<file path="src/design/assert_macros.svh">
// assertion macros for the timer bank top level
`ifndef ASSERT_MACROS_SVH
`define ASSERT_MACROS_SVH

// property checked on every rising clock edge outside reset
`define STB_ASSERT(label, prop, msg) \
  label: assert property (@(posedge clk) disable iff (rst) prop) else $error(msg);

// condition that must never be true outside reset
`define STB_NEVER(label, cond, msg) \
  `STB_ASSERT(label, !(cond), msg)

`endif

</file>
<file path="src/design/stb_pkg.sv">
// types and constants shared by the timer bank modules
package stb_pkg;

  localparam int NUM_TIMERS_DEF = 8;
  localparam int NUM_TIMERS_MAX = 16;
  localparam int MAX_REPORTS    = 8;
  localparam int SVC_W          = $clog2(MAX_REPORTS);

  localparam int ACTION_W = 3;
  localparam int INDEX_W  = 4;
  localparam int TICK_W   = 32;
  localparam int STATUS_W = 3;

  // input actions
  typedef enum logic [ACTION_W-1:0] {
    ACT_TICK    = 3'd0,
    ACT_ALLOC   = 3'd1,
    ACT_START   = 3'd2,
    ACT_STOP    = 3'd3,
    ACT_RELEASE = 3'd4,
    ACT_SERVICE = 3'd5,
    ACT_QUERY   = 3'd6
  } action_t;

  // result status codes
  typedef enum logic [STATUS_W-1:0] {
    ST_DONE      = 3'd0,
    ST_FULL      = 3'd1,
    ST_BAD_INDEX = 3'd2,
    ST_EXPIRY    = 3'd3,
    ST_NONE      = 3'd4
  } status_t;

  // sequencer states
  typedef enum logic [2:0] {
    S_IDLE,
    S_DECODE,
    S_SCAN,
    S_RESP,
    S_SERVICE,
    S_EMIT
  } state_t;

  // entry store access strobes
  typedef struct packed {
    logic rd_en;
    logic wr_en;
  } ram_ctl_t;

endpackage

</file>
<file path="src/design/stb_entry_store.sv">
// per slot period and deadline memory with written flags, one read and one write port
module stb_entry_store #(
  parameter int NUM_TIMERS = stb_pkg::NUM_TIMERS_DEF,
  localparam int IDX_W = (NUM_TIMERS > 1) ? $clog2(NUM_TIMERS) : 1
) (
  input  logic                      clk,
  input  logic                      rst,
  input  stb_pkg::ram_ctl_t         ctl,
  input  logic [IDX_W-1:0]          rd_addr,
  input  logic [IDX_W-1:0]          wr_addr,
  input  logic [stb_pkg::TICK_W-1:0] wr_period,
  input  logic [stb_pkg::TICK_W-1:0] wr_deadline,
  output logic [stb_pkg::TICK_W-1:0] rd_period,
  output logic [stb_pkg::TICK_W-1:0] rd_deadline
);
  import stb_pkg::*;

  logic [2*TICK_W-1:0]  mem [NUM_TIMERS];
  logic [NUM_TIMERS-1:0] written;
  logic [2*TICK_W-1:0]  rd_data;
  logic                 rd_written;

  // entries never written read as zero
  always_ff @(posedge clk) begin
    if (rst) begin
      written <= '0;
    end else if (ctl.wr_en) begin
      written[wr_addr] <= 1'b1;
    end
  end

  // storage, read first
  always_ff @(posedge clk) begin
    if (ctl.wr_en) begin
      mem[wr_addr] <= {wr_period, wr_deadline};
    end
    if (ctl.rd_en) begin
      rd_data    <= mem[rd_addr];
      rd_written <= written[rd_addr];
    end
  end

  assign rd_period   = rd_written ? rd_data[2*TICK_W-1:TICK_W] : '0;
  assign rd_deadline = rd_written ? rd_data[TICK_W-1:0]        : '0;

endmodule

</file>
<file path="src/design/software_timer_bank.sv">
// software timer bank top level: sequencer, slot flags and result register
//
//   channel | signals                                          | direction
//   --------+--------------------------------------------------+----------
//   in      | in_valid in_stall action timer_index period      | to block
//           | periodic                                         |
//   out     | out_valid out_stall status result_index          | from block
//           | elapsed_ticks last                               |
//
// one transaction is taken at a time; the block stalls its input until the
// last result of the current transaction is in the output register.
// tick walks every slot through the single read port of the entry store;
// start and query read one entry unless refused, allocate writes one when a
// slot is free; service gives one result per reported slot (at most 8), or
// one with nothing pending.
// output stalls hold the sequencer in place; reset is synchronous and clears
// the tick counter and all slot flags at once, with no clearing pass.
module software_timer_bank #(
  parameter int NUM_TIMERS = stb_pkg::NUM_TIMERS_DEF
) (
  input  logic                          clk,
  input  logic                          rst,
  input  logic                          in_valid,
  output logic                          in_stall,
  input  logic [stb_pkg::ACTION_W-1:0]  action,
  input  logic [stb_pkg::INDEX_W-1:0]   timer_index,
  input  logic [stb_pkg::TICK_W-1:0]    period,
  input  logic                          periodic,
  output logic                          out_valid,
  input  logic                          out_stall,
  output logic [stb_pkg::STATUS_W-1:0]  status,
  output logic [stb_pkg::INDEX_W-1:0]   result_index,
  output logic [stb_pkg::TICK_W-1:0]    elapsed_ticks,
  output logic                          last
);
  import stb_pkg::*;

  localparam int IDX_W = (NUM_TIMERS > 1) ? $clog2(NUM_TIMERS) : 1;
  localparam logic [INDEX_W:0] SLOT_LIMIT = (INDEX_W+1)'(NUM_TIMERS);

  state_t state, state_next;

  // latched transaction
  action_t               act_q;
  logic [INDEX_W-1:0]    idx_q;
  logic [TICK_W-1:0]     per_q;
  logic                  peri_q;

  // shared state
  logic [TICK_W-1:0]     tick_count;
  logic [NUM_TIMERS-1:0] in_use, running, auto_reload, expired;

  // sequencing
  logic [IDX_W-1:0]      scan_idx;
  logic [SVC_W-1:0]      svc_cnt;
  logic                  rd_vld;
  logic [IDX_W-1:0]      rd_slot;

  // pending single result
  status_t               res_status;
  logic [INDEX_W-1:0]    res_index;
  logic [TICK_W-1:0]     res_elapsed;

  // output register
  status_t               out_status;
  logic [INDEX_W-1:0]    out_index;
  logic [TICK_W-1:0]     out_elapsed;
  logic                  out_last;

  // entry store port
  ram_ctl_t              ram_ctl;
  logic [IDX_W-1:0]      rd_addr, wr_addr;
  logic [TICK_W-1:0]     wr_period, wr_deadline;
  logic [TICK_W-1:0]     rd_period, rd_deadline;

  // derived
  logic                  out_free;
  logic                  idx_ok;
  logic [IDX_W-1:0]      idx_slot;
  logic                  any_free;
  logic [IDX_W-1:0]      free_slot;
  logic [IDX_W-1:0]      exp_slot;
  logic [NUM_TIMERS-1:0] exp_rest;
  logic                  svc_last;
  logic [TICK_W-1:0]     reload_sum;
  logic [TICK_W-1:0]     elapsed_calc;
  logic                  tick_hit;

  stb_entry_store #(.NUM_TIMERS(NUM_TIMERS)) u_store (
    .clk         (clk),
    .rst         (rst),
    .ctl         (ram_ctl),
    .rd_addr     (rd_addr),
    .wr_addr     (wr_addr),
    .wr_period   (wr_period),
    .wr_deadline (wr_deadline),
    .rd_period   (rd_period),
    .rd_deadline (rd_deadline)
  );

  assign out_free = !out_valid || !out_stall;
  assign idx_ok   = ({1'b0, idx_q} < SLOT_LIMIT);
  assign idx_slot = idx_q[IDX_W-1:0];

  // first free slot
  always_comb begin
    any_free  = 1'b0;
    free_slot = '0;
    for (int i = NUM_TIMERS - 1; i >= 0; i--) begin
      if (!in_use[i]) begin
        any_free  = 1'b1;
        free_slot = IDX_W'(i);
      end
    end
  end

  // lowest expired slot and what is left behind it
  always_comb begin
    exp_slot = '0;
    for (int i = NUM_TIMERS - 1; i >= 0; i--) begin
      if (expired[i]) begin
        exp_slot = IDX_W'(i);
      end
    end
    exp_rest = expired & ~(NUM_TIMERS'(1) << exp_slot);
    svc_last = (exp_rest == '0) || (svc_cnt == SVC_W'(MAX_REPORTS - 1));
  end

  // deadline arithmetic on read data
  assign reload_sum   = tick_count + rd_period;
  assign elapsed_calc = (tick_count < rd_deadline) ?
                        (rd_period + tick_count - rd_deadline) : '0;
  assign tick_hit     = rd_vld && (act_q == ACT_TICK) && running[rd_slot] &&
                        (rd_deadline == tick_count);

  // next state
  always_comb begin
    state_next = state;
    unique case (state)
      S_IDLE: begin
        if (in_valid) state_next = S_DECODE;
      end
      S_DECODE: begin
        unique case (act_q)
          ACT_TICK:    state_next = S_SCAN;
          ACT_START:   state_next = (idx_ok && in_use[idx_slot]) ? S_RESP : S_EMIT;
          ACT_QUERY:   state_next = idx_ok ? S_RESP : S_EMIT;
          ACT_SERVICE: state_next = (|expired) ? S_SERVICE : S_EMIT;
          default:     state_next = S_EMIT;
        endcase
      end
      S_SCAN: begin
        if (scan_idx == IDX_W'(NUM_TIMERS - 1)) state_next = S_RESP;
      end
      S_RESP: state_next = S_EMIT;
      S_SERVICE: begin
        if (out_free && svc_last) state_next = S_IDLE;
      end
      S_EMIT: begin
        if (out_free) state_next = S_IDLE;
      end
      default: state_next = S_IDLE;
    endcase
  end

  // handshake and entry store control
  always_comb begin
    in_stall    = (state != S_IDLE);
    ram_ctl     = '0;
    rd_addr     = '0;
    wr_addr     = rd_slot;
    wr_period   = rd_period;
    wr_deadline = reload_sum;
    unique case (state)
      S_DECODE: begin
        if (act_q == ACT_ALLOC && any_free) begin
          ram_ctl.wr_en = 1'b1;
          wr_addr       = free_slot;
          wr_period     = per_q;
          wr_deadline   = '0;
        end else if ((act_q == ACT_START && idx_ok && in_use[idx_slot]) ||
                     (act_q == ACT_QUERY && idx_ok)) begin
          ram_ctl.rd_en = 1'b1;
          rd_addr       = idx_slot;
        end
      end
      S_SCAN: begin
        ram_ctl.rd_en = 1'b1;
        rd_addr       = scan_idx;
      end
      S_RESP: begin
        if (act_q == ACT_START) ram_ctl.wr_en = 1'b1;
      end
      default: ;
    endcase
    // periodic reload on a deadline hit during the tick walk
    if (tick_hit && auto_reload[rd_slot]) ram_ctl.wr_en = 1'b1;
  end

  // control state
  always_ff @(posedge clk) begin
    if (rst) begin
      state       <= S_IDLE;
      tick_count  <= '0;
      in_use      <= '0;
      running     <= '0;
      auto_reload <= '0;
      expired     <= '0;
      out_valid   <= 1'b0;
      rd_vld      <= 1'b0;
      scan_idx    <= '0;
      svc_cnt     <= '0;
    end else begin
      state  <= state_next;
      rd_vld <= ram_ctl.rd_en;

      // output register fills when a result is loaded, empties when taken
      if (out_free && (state == S_SERVICE || state == S_EMIT)) begin
        out_valid <= 1'b1;
      end else if (!out_stall) begin
        out_valid <= 1'b0;
      end

      unique case (state)
        S_DECODE: begin
          scan_idx <= '0;
          svc_cnt  <= '0;
          unique case (act_q)
            ACT_TICK: tick_count <= tick_count + 1'b1;
            ACT_ALLOC: begin
              if (any_free) begin
                in_use[free_slot]      <= 1'b1;
                running[free_slot]     <= 1'b0;
                expired[free_slot]     <= 1'b0;
                auto_reload[free_slot] <= peri_q;
              end
            end
            ACT_STOP: begin
              if (idx_ok) running[idx_slot] <= 1'b0;
            end
            ACT_RELEASE: begin
              if (idx_ok) begin
                in_use[idx_slot]      <= 1'b0;
                running[idx_slot]     <= 1'b0;
                auto_reload[idx_slot] <= 1'b0;
                expired[idx_slot]     <= 1'b0;
              end
            end
            default: ;
          endcase
        end
        S_SCAN: scan_idx <= scan_idx + 1'b1;
        S_RESP: begin
          if (act_q == ACT_START) running[rd_slot] <= 1'b1;
        end
        S_SERVICE: begin
          if (out_free) begin
            expired[exp_slot] <= 1'b0;
            if (!auto_reload[exp_slot]) running[exp_slot] <= 1'b0;
            svc_cnt           <= svc_cnt + 1'b1;
          end
        end
        default: ;
      endcase

      // deadline hit seen on the tick walk
      if (tick_hit) expired[rd_slot] <= 1'b1;
    end
  end

  // transaction latch, read tag, results
  always_ff @(posedge clk) begin
    if (in_valid && !in_stall) begin
      act_q  <= action_t'(action);
      idx_q  <= timer_index;
      per_q  <= period;
      peri_q <= periodic;
    end
    rd_slot <= rd_addr;

    unique case (state)
      S_DECODE: begin
        res_index   <= (act_q == ACT_ALLOC && any_free) ? INDEX_W'(free_slot) : '0;
        res_elapsed <= '0;
        unique case (act_q)
          ACT_ALLOC:   res_status <= any_free ? ST_DONE : ST_FULL;
          ACT_START:   res_status <= (idx_ok && in_use[idx_slot]) ? ST_DONE : ST_BAD_INDEX;
          ACT_STOP,
          ACT_RELEASE,
          ACT_QUERY:   res_status <= idx_ok ? ST_DONE : ST_BAD_INDEX;
          ACT_SERVICE: res_status <= ST_NONE;
          default:     res_status <= ST_DONE;
        endcase
      end
      S_RESP: begin
        if (act_q == ACT_QUERY) res_elapsed <= elapsed_calc;
      end
      S_SERVICE: begin
        if (out_free) begin
          out_status  <= ST_EXPIRY;
          out_index   <= INDEX_W'(exp_slot);
          out_elapsed <= '0;
          out_last    <= svc_last;
        end
      end
      S_EMIT: begin
        if (out_free) begin
          out_status  <= res_status;
          out_index   <= res_index;
          out_elapsed <= res_elapsed;
          out_last    <= 1'b1;
        end
      end
      default: ;
    endcase
  end

  assign status        = out_status;
  assign result_index  = out_index;
  assign elapsed_ticks = out_elapsed;
  assign last          = out_last;

  // checks
  `include "assert_macros.svh"

  `STB_NEVER(run_needs_use, |(running & ~in_use), "running slot is not allocated")
  `STB_NEVER(exp_needs_use, |(expired & ~in_use), "expired slot is not allocated")
  `STB_NEVER(ram_same_entry,
             ram_ctl.rd_en && ram_ctl.wr_en && (rd_addr == wr_addr),
             "read and write hit one entry")
  `STB_ASSERT(svc_has_work, (state == S_SERVICE) |-> (|expired),
              "service walk without expired slot")
  `STB_ASSERT(tick_walk_ends,
              (state == S_SCAN) && (state_next == S_RESP) |=> rd_vld,
              "tick walk lost its last read")

endmodule

</file>
<file path="config.mk">
export PLATFORM = sky130hd
export DESIGN_NAME = software_timer_bank
export DESIGN_NICKNAME = d
export VERILOG_FILES = /design/src/design/stb_pkg.sv /design/src/design/stb_entry_store.sv /design/src/design/software_timer_bank.sv
export VERILOG_INCLUDE_DIRS = /design/src /design/src/design
export SDC_FILE = /design/constraint.sdc
export NUM_CORES = 1
export LEC_CHECK = 0
export BUFFER_PORTS_ARGS = -buffer_cell sky130_fd_sc_hd__buf_2
export CAP_MARGIN = 20
export CORE_UTILIZATION = 50
export CTS_CLUSTER_SIZE = 14
export DETAILED_ROUTE_END_ITERATION = 7
export PLACE_DENSITY_LB_ADDON = 0.3
export SETUP_SLACK_MARGIN = 0.1
export SKIP_CTS_REPAIR_TIMING = 1
export SLEW_MARGIN = 0
export SYNTH_ARGS = -nofsm -noshare
export SYNTH_HDL_FRONTEND = slang
export SYNTH_SLANG_ARGS = --single-unit
export TNS_END_PERCENT = 100
</file>
<file path="constraint.sdc">
create_clock -name clk -period 17.6 [get_ports clk]
set_input_delay 2.64 -clock clk [delete_from_list [all_inputs] [get_ports clk]]
set_output_delay 2.64 -clock clk [all_outputs]
set_load 0.01 [all_outputs]
</file>
==> results, run 1 <==
- After the last flow step, the layout net total stands at approximately 3400.
- The synthesized design contains 694 enable-type register cells.
- After filler insertion, the fill cell instance count of the layout stands at about 5800.
- The highest layer touched by signal routing is met4.
- The cell count after synthesis is 3221.
- In the final layout, the multi-input gates occupy 0.0125 mm^2.
- Across the run, the number of max-cap violations was 0.
- STA classifies the critical path endpoint as a flop.
- The synthesized design devotes to its leading area cell type 58.2% of total area.
- After detailed routing, the met3 layer carries about 6.6 mm of wire.
- The longest clock path from root to sink contains 3 buffers.
- Sequential cells were found to cover 63.0% of the synthesized design area.
- The data required time at the worst endpoint is 17.97 ns.
- The area growth from synthesis to layout is 11.2%.
- The worst slew margin relative to its limit is 26.5%.
- The leading cell type in the layout, fill and taps excluded is nand2_1.
- The number of distinct library cell variants in the gate-level netlist after synthesis is 91.
- In the synthesized netlist the dominant register cell turns out to be edfxtp_1.
- The number of detailed-route iterations in the first pass is 6.
- The number of hold violations in the final report is 0.
- The detail-routed via count per cell is about 5.9.
- Summing every instance area after synthesis gives 0.0358 mm^2.
- Summed over all cells, the static leakage comes to 14.9 nW.
- Sorting the synthesized cells by area gives the leading types as edfxtp_1, nand2_1, nand3_1.
- The via count is 25200.
- In this run the number of H-tree levels came out at 3.
- The clock sink total is 780.
- The number of warnings issued by yosys is 0.
- The amount of wire on met2 after detailed routing is 43.9 mm.
- In the global route stage, overall resource usage came out at about a quarter.
- The number of nets with antenna violations after routing is 0.
- The critical path startpoint category is a flop.
- The floorplan step defined a die boundary enclosing 0.0727 mm^2.
- The share of the cycle needed by the critical path after routing is 32.5%.
- The number of ports placed on the die boundary is 86.
- The largest vdd supply drop is just under 90 uV.
- The worst-case clock skew is between 0.02 and 0.03 ns.
- Setup repair after global routing left no endpoint under its margin.
- The number of global-route vias before repair came to 24100.
- Entering global routing, the biggest net connects 171 pins.
- The total non-filler cell area in the finished layout is around 0.040 mm^2.
- The number of antenna violations at the first check in global routing is 0.
- The top cell types in the final layout, fill and taps aside, are nand2_1, edfxtp_1, nand3_1.
- The first-pass GRT wire length is 142 mm.
- Counting the buffers created by CTS gives 81.
- The startpoint of the most critical register-to-register path is u_store.rd_written$_DFFE_PP_.
- The wire-length estimate of the detail-placed layout is 57.7 mm.
- For the pin with the worst max-slew slack, the measured transition is 1.10 ns.
- The start point of the worst hold path is u_store.written[2]$_SDFFE_PP0N_.
- The routed design has 92.9 mm of wire.
- The floorplan row count is 97.
- The net count after synthesis is ~3400.
- The time the worst path needs with I/O delays and setup is roughly 5.7 ns.
- Data on the critical path arrives at its endpoint at 6.09 ns.
- The clock latency reported for the late side of the worst-skew pair is 0.64 ns.
- The overall die height is 270 um.
- Counting flops and latches in the post-synthesis netlist gives 780.
- The footprint of the flip-flops and latches is 0.0226 mm^2.
- The number of max-slew violations in the final report is 0.
- The count of cells in the finished layout, fillers not included, comes to ~4300.
- The critical path launch point is u_store.rd_written$_DFFE_PP_.
- For the final routed database, the setup TNS stands at 0 ns.
- Once the floorplan was initialized, standard cells occupied ~50% of the core.
- In this run the worst hold path is classified as flop to flop.
- The final worst hold slack is 0.471 ns.
- The root buffer cell chosen for the clock tree is clkbuf_16.
- The power density relative to cell area is about 100 mW/mm^2.
- The fmax is 175 MHz.
- The total grt overflow is 0.
- Along the worst path, the maximum fanout reaches 64.
- Measured along the x axis, the die boundary spans 270 um.
- The count of unresolved DRC violations after routing is 0.
- The share of flip-flops with an asynchronous set or reset is 0%.
- Routability-driven placement finished with a final weighted congestion of 0.919.
- The average wire per standard cell is 21.8 um.
- After the first detailed-routing iteration, the DRC count stood at 2939.
- The number of endpoints failing setup at the final stage is 0.
- Each instance of the synthesized netlist takes up on average between 10 and 15 um^2.
- The diode insertion count for antenna repair is 0.
- The flow ran to the end, and the final reports show no timing, DRC or antenna violations.
- The fraction of layout instances using a drive strength above 1 is 9.85%.
- The cell type with the largest total area after synthesis is edfxtp_1.
- In this run the standard cell core region covers 0.0704 mm^2.
- Clock-pin slew was measured on the worst setup and hold paths at 0.06 ns.
- The area after detailed placement is 0.0372 mm^2.
- The clock tree from TritonCTS is done.
- After detailed routing, the wire length on met1 is 39.6 mm.
- Buffers placed on the I/O ports in this run total 84.
- By startpoint and endpoint, the worst setup path is classified as flop to flop.
- The number of placed instances, taps included, is 4121.
==> power breakdown <==
part | switching [mW] | internal (mW)
Clock | 0.705 | 0.980
Combinational | 0.131 | 0.0610
Sequential | 0.0175 | 2.04
==> metal layers <==
metal	track usage, %	vias to the layer above
met5	0	-
li1	-	11700
met3	4.11	159
met4	8.76	0
met2	40.5	981
met1	35.0	12400
==> cells in the mapped netlist (6+ instances only) <==
cell type    n
a211oi_1    10
a21o_1      22
a21oi_1    122
a22oi_1     18
a31oi_1     12
and2_1      66
and3_1      49
buf_1       15
buf_2       26
buf_4        7
clkbuf_1   117
dfxtp_1     86
edfxtp_1   694
ha_1        99
inv_1       37
mux2_2      34
mux2i_1     13
nand2_1    720
nand2b_1    33
nand3_1    367
nand3b_1     6
nand4_1     17
nor2_1     195
nor2b_1     17
nor3_1      26
nor4_1       7
o211ai_1     9
o21a_1      14
o21ai_0    125
o21ai_1     32
o21bai_1    13
o221ai_1     6
o22ai_1      9
o31ai_1      6
or2_2        8
or3_1       16
xnor2_1     40
xor2_1      40
==> flip-flops by register name, indices dropped and copies added, names as in the netlist, 4 cells and up <==
| signal | cells |
|---|---|
| res_elapsed | 32 |
| per_q | 32 |
| u_store.mem | 512 |
| running | 8 |
| u_store.written | 8 |
| idx_q | 4 |
| u_store.rd_data | 64 |
| in_use | 8 |
| elapsed_ticks | 32 |
| tick_count | 32 |
| expired | 8 |
| auto_reload | 8 |
==> area by class of cell <==
type / instances / area share, %
Multi-Input combinational cell: 2236 / 31.4
Timing Repair Buffer: 127 / 2.00
Clock inverter: 48 / 1.21
Tap cell: 940 / 2.95
Sequential cell: 780 / 56.7
Inverter: 40 / 0.402
Clock buffer: 99 / 5.34
==> path summary, 6_finish.rpt <==
kind,end,slack (ns),depth (start not counted)
worst min register to register,u_store.written[2]$_SDFFE_PP0N_,0.47,2
worst max register to register,res_elapsed[25]$_SDFFCE_PP0P_,11.88,22
worst max-delay path,res_elapsed[25]$_SDFFCE_PP0P_,11.88,22
worst min-delay path,u_store.written[2]$_SDFFE_PP0N_,0.47,2
==> critical path, stage by stage, from the launching register on <==
cell and delay (ns):
edfxtp_1 0.36, buf_4 0.38, and2_1 0.27, ha_1 0.23
fa_1 0.46, a21oi_2 0.19, nor3b_2 0.10, o21a_1 0.20
or2_2 0.32, a21oi_1 0.16, xnor2_1 0.17, ha_1 0.31
a22o_1 0.24, nor4_1 0.15, o21ai_0 0.16, or2_2 0.29
o21ai_0 0.27, nand2b_1 0.17, nor3b_2 0.07, o41ai_2 0.48
o21ai_0 0.21, xnor2_1 0.19, nor2_1 0.05
==> kinds of logic after synthesis <==
group	after synthesis	share of synthesized area [%]
other cells	1	0.0105
flops	780	63.0
xor+xnor	85	2.27
mux	48	1.46
buf+inv	205	2.31
compound gates	448	7.71
simple gates	1553	19.6
fa+ha+maj	101	3.57
==> stage by stage <==
step	worst slack, ns	total power [mW]	utilization [%]
2_1_floorplan	9.43	2.22	-
3_3_place_gp	11.92	2.28	52.8
3_5_place_dp	11.91	2.29	52.8
4_1_cts	11.89	3.95	56.5
5_1_grt	11.57	4.05	56.6
6_report	11.88	3.94	56.6
Power figures use the tool's default switching activity.
==> run 2, diff against run 1 <==
==> constraint.sdc (replaced) <==
create_clock -name clk -period 5.2 [get_ports clk]
set_input_delay 0.78 -clock clk [delete_from_list [all_inputs] [get_ports clk]]
set_output_delay 0.78 -clock clk [all_outputs]
set_load 0.01 [all_outputs]
==> results, run 2 (synthesis gave the netlist of run 1 again) <==
- The floorplan row count is 97.
- For this design the top-level I/O count stands at 86.
- Setup violations remaining at the end of the flow were counted as 0.
- The run finished with clean final reports.
- The count of unresolved DRC violations after routing is 0.
- The number of max-slew violations in the final report is 0.
- The detail-routed via count per cell is 5.90.
- The initial core utilization is 50.9%.
- The register with the most flip-flops in the layout has between 500 and 600 of them.
- The cell chosen for the clock root is clkbuf_16.
- After legalization and detailed placement, the total HPWL measured about 60 mm.
- The via count is between 20000 and 30000.
- The total chip power is roughly 13 mW.
- Clock tree synthesis inserted a total of 81 buffers.
- During placement, the flow inserted port buffers numbering 84.
- The number of nets in the finished design is 3459.
- TritonCTS built the clock tree.
- The diode insertion count for antenna repair is 0.
- The clock latency reported for the late side of the worst-skew pair is around 0.63 ns.
- The leakage power total is 15.3 nW.
- Compared with the post-synthesis result, the final layout area differs by 13.8%.
- The worst slew margin relative to its limit is roughly 38%.
- The power density relative to cell area is between 300 and 400 mW/mm^2.
- The first TritonRoute pass finished after 6 iterations.
- The maximum number of pins on one net before global-route repair is 149.
- The worst-case clock skew is 0.0378 ns.
- In this run the standard cell core region covers between 0.07 and 0.08 mm^2.
- In the final layout, the registers with the most flip-flops are u_store.mem (512), u_store.rd_data (64).
- The number of antenna violations at the first check in global routing is 0.
- The overall die height is around 270 um.
- The fraction of layout instances using a drive strength above 1 is 12.5%.
- By startpoint and endpoint, the worst setup path is classified as flop to flop.
- For the pin with the worst max-slew slack, the measured transition is 0.931 ns.
- The total grt overflow is 0.
- The number of global-route vias before repair is 24600.
- The data required time at the worst endpoint is between 5 and 6 ns.
- The register bank with the most flops is u_store.mem.
- The total negative slack is 0 ns.
- The clock sink total is 780.
- Routability-driven placement finished with a final weighted congestion of 0.925.
- The number of hold violations in the final report was 0.
- The number of violations reported at the end of detailed-routing iteration 0 is 2645.
- The number of H-tree branching levels is 3.
- The tightest min-delay check is of the primary input to flop type.
- Counting along the longest clock path gives a buffer depth of 3.
- The routed wire length is ~94 mm.
- The number of nets with antenna violations after routing is 0.
- The die area is 0.0727 mm^2.
- The die width is 270 um.
- The endpoint arrival time on the critical path is 5.39 ns.
- Dividing the detail-routed wire length by the instance count gives 21.8 um.
- Clock-pin slew was measured on the worst setup and hold paths at about 0.060 ns.
- The maximum fanout encountered on the critical timing path is 4.
- Based on the critical path, the design can be clocked at up to slightly above 200 MHz.
- The largest vdd supply drop is 309 uV.
- The critical path capture point type is a flop.
- The top cell types in the final layout, fill and taps aside, are nand2_1, edfxtp_1, nand3_1.
- The share of the cycle needed by the critical path after routing is a little over nine tenths.
- The number of maximum-capacitance violations is 0.
- Leaving out fill and tap cells, the most frequent cell in the layout is nand2_1.
- The routed design could run at a clock period as short as slightly below 5 ns.
- The critical path startpoint category is a flop.
- Setup repair after global routing could not meet its margin everywhere.
- The first-pass GRT wire length is 144 mm.
- Global routing used 25.5% of the available tracks across all layers.
==> run 2: cell types whose count changed in the layout (fill, tap and decap cells not counted), sizes merged <==
cell,change
clkbuf,+9
clkinvlp,-2
clkinv,-2
inv,-1
buf,+48
bufinv,-1
==> run 2: final cells by class <==
type / instances / area (um^2)
multi-input combinational: 2236 / 12800
clock buffer: 108 / 2230
timing repair buffer: 175 / 1430
tap: 940 / 1180
inverter: 40 / 158
sequential: 780 / 22600
fill: 5730 / 29600
clock inverter: 42 / 409
==> run 2: worst paths after layout <==
path,startpoint,to,slack (ns),depth (start not counted)
setup / recovery,u_store.rd_written$_DFFE_PP_,res_elapsed[29]$_SDFFCE_PP0P_,0.28,22
hold / removal,timer_index[1],idx_q[1]$_DFFE_PP_,0.33,1
setup reg to reg,u_store.rd_written$_DFFE_PP_,res_elapsed[29]$_SDFFCE_PP0P_,0.28,22
hold reg to reg,u_store.written[0]$_SDFFE_PP0N_,u_store.written[0]$_SDFFE_PP0N_,0.47,2
==> run 2: power by group <==
part	switching (mW)	total [mW]	internal (mW)
sequential	0.0577	6.97	6.91
clock	2.35	5.73	3.38
combinational	0.462	0.691	0.228
total	2.87	13.4	10.5
==> run 2: routing by layer <==
metal	GRT usage (%)	wire, um	up-vias
met1	35.2	40100	12400
met5	0	0	-
met2	41.8	44700	1077
met4	8.90	2850	0
li1	-	-	11800
met3	3.24	6380	189
==> run 2: worst max-delay path, stage by stage, from the launching register on <==
cell and delay [ns]:
edfxtp_1 0.47, and2_4 0.18, ha_1 0.21, fa_2 0.41, a21oi_2 0.19, nor3b_2 0.08, o21a_1 0.20, or2_2 0.33
a21oi_2 0.19, xnor2_2 0.10, ha_1 0.31, a22o_1 0.16, nor4_2 0.04, o21ai_1 0.11, or2_2 0.15, o21ai_2 0.05
buf_4 0.14, nand2b_4 0.14, nor3b_4 0.29, o41ai_4 0.11, or4_4 0.53, a31o_1 0.25, a21oi_2 0.11
==> run 2: metrics by stage <==
stage / util [%] / area, um^2 / std cells / hold WS [ns] / setup slack (ns)
finish: 57.9 / 40700 / 4321 / 0.327 / 0.283
global route: 57.9 / 40700 / 4321 / 0.315 / 0.0489
CTS: 57.4 / 40400 / 4311 / 0.298 / 0.0215
detailed placement: 53.6 / 37700 / 4161 / 0.460 / 0.0359
global placement: 53.6 / 37700 / 4161 / 0.450 / 0.0251
floorplan: - / 35800 / 3221 / 0.440 / 0.0214
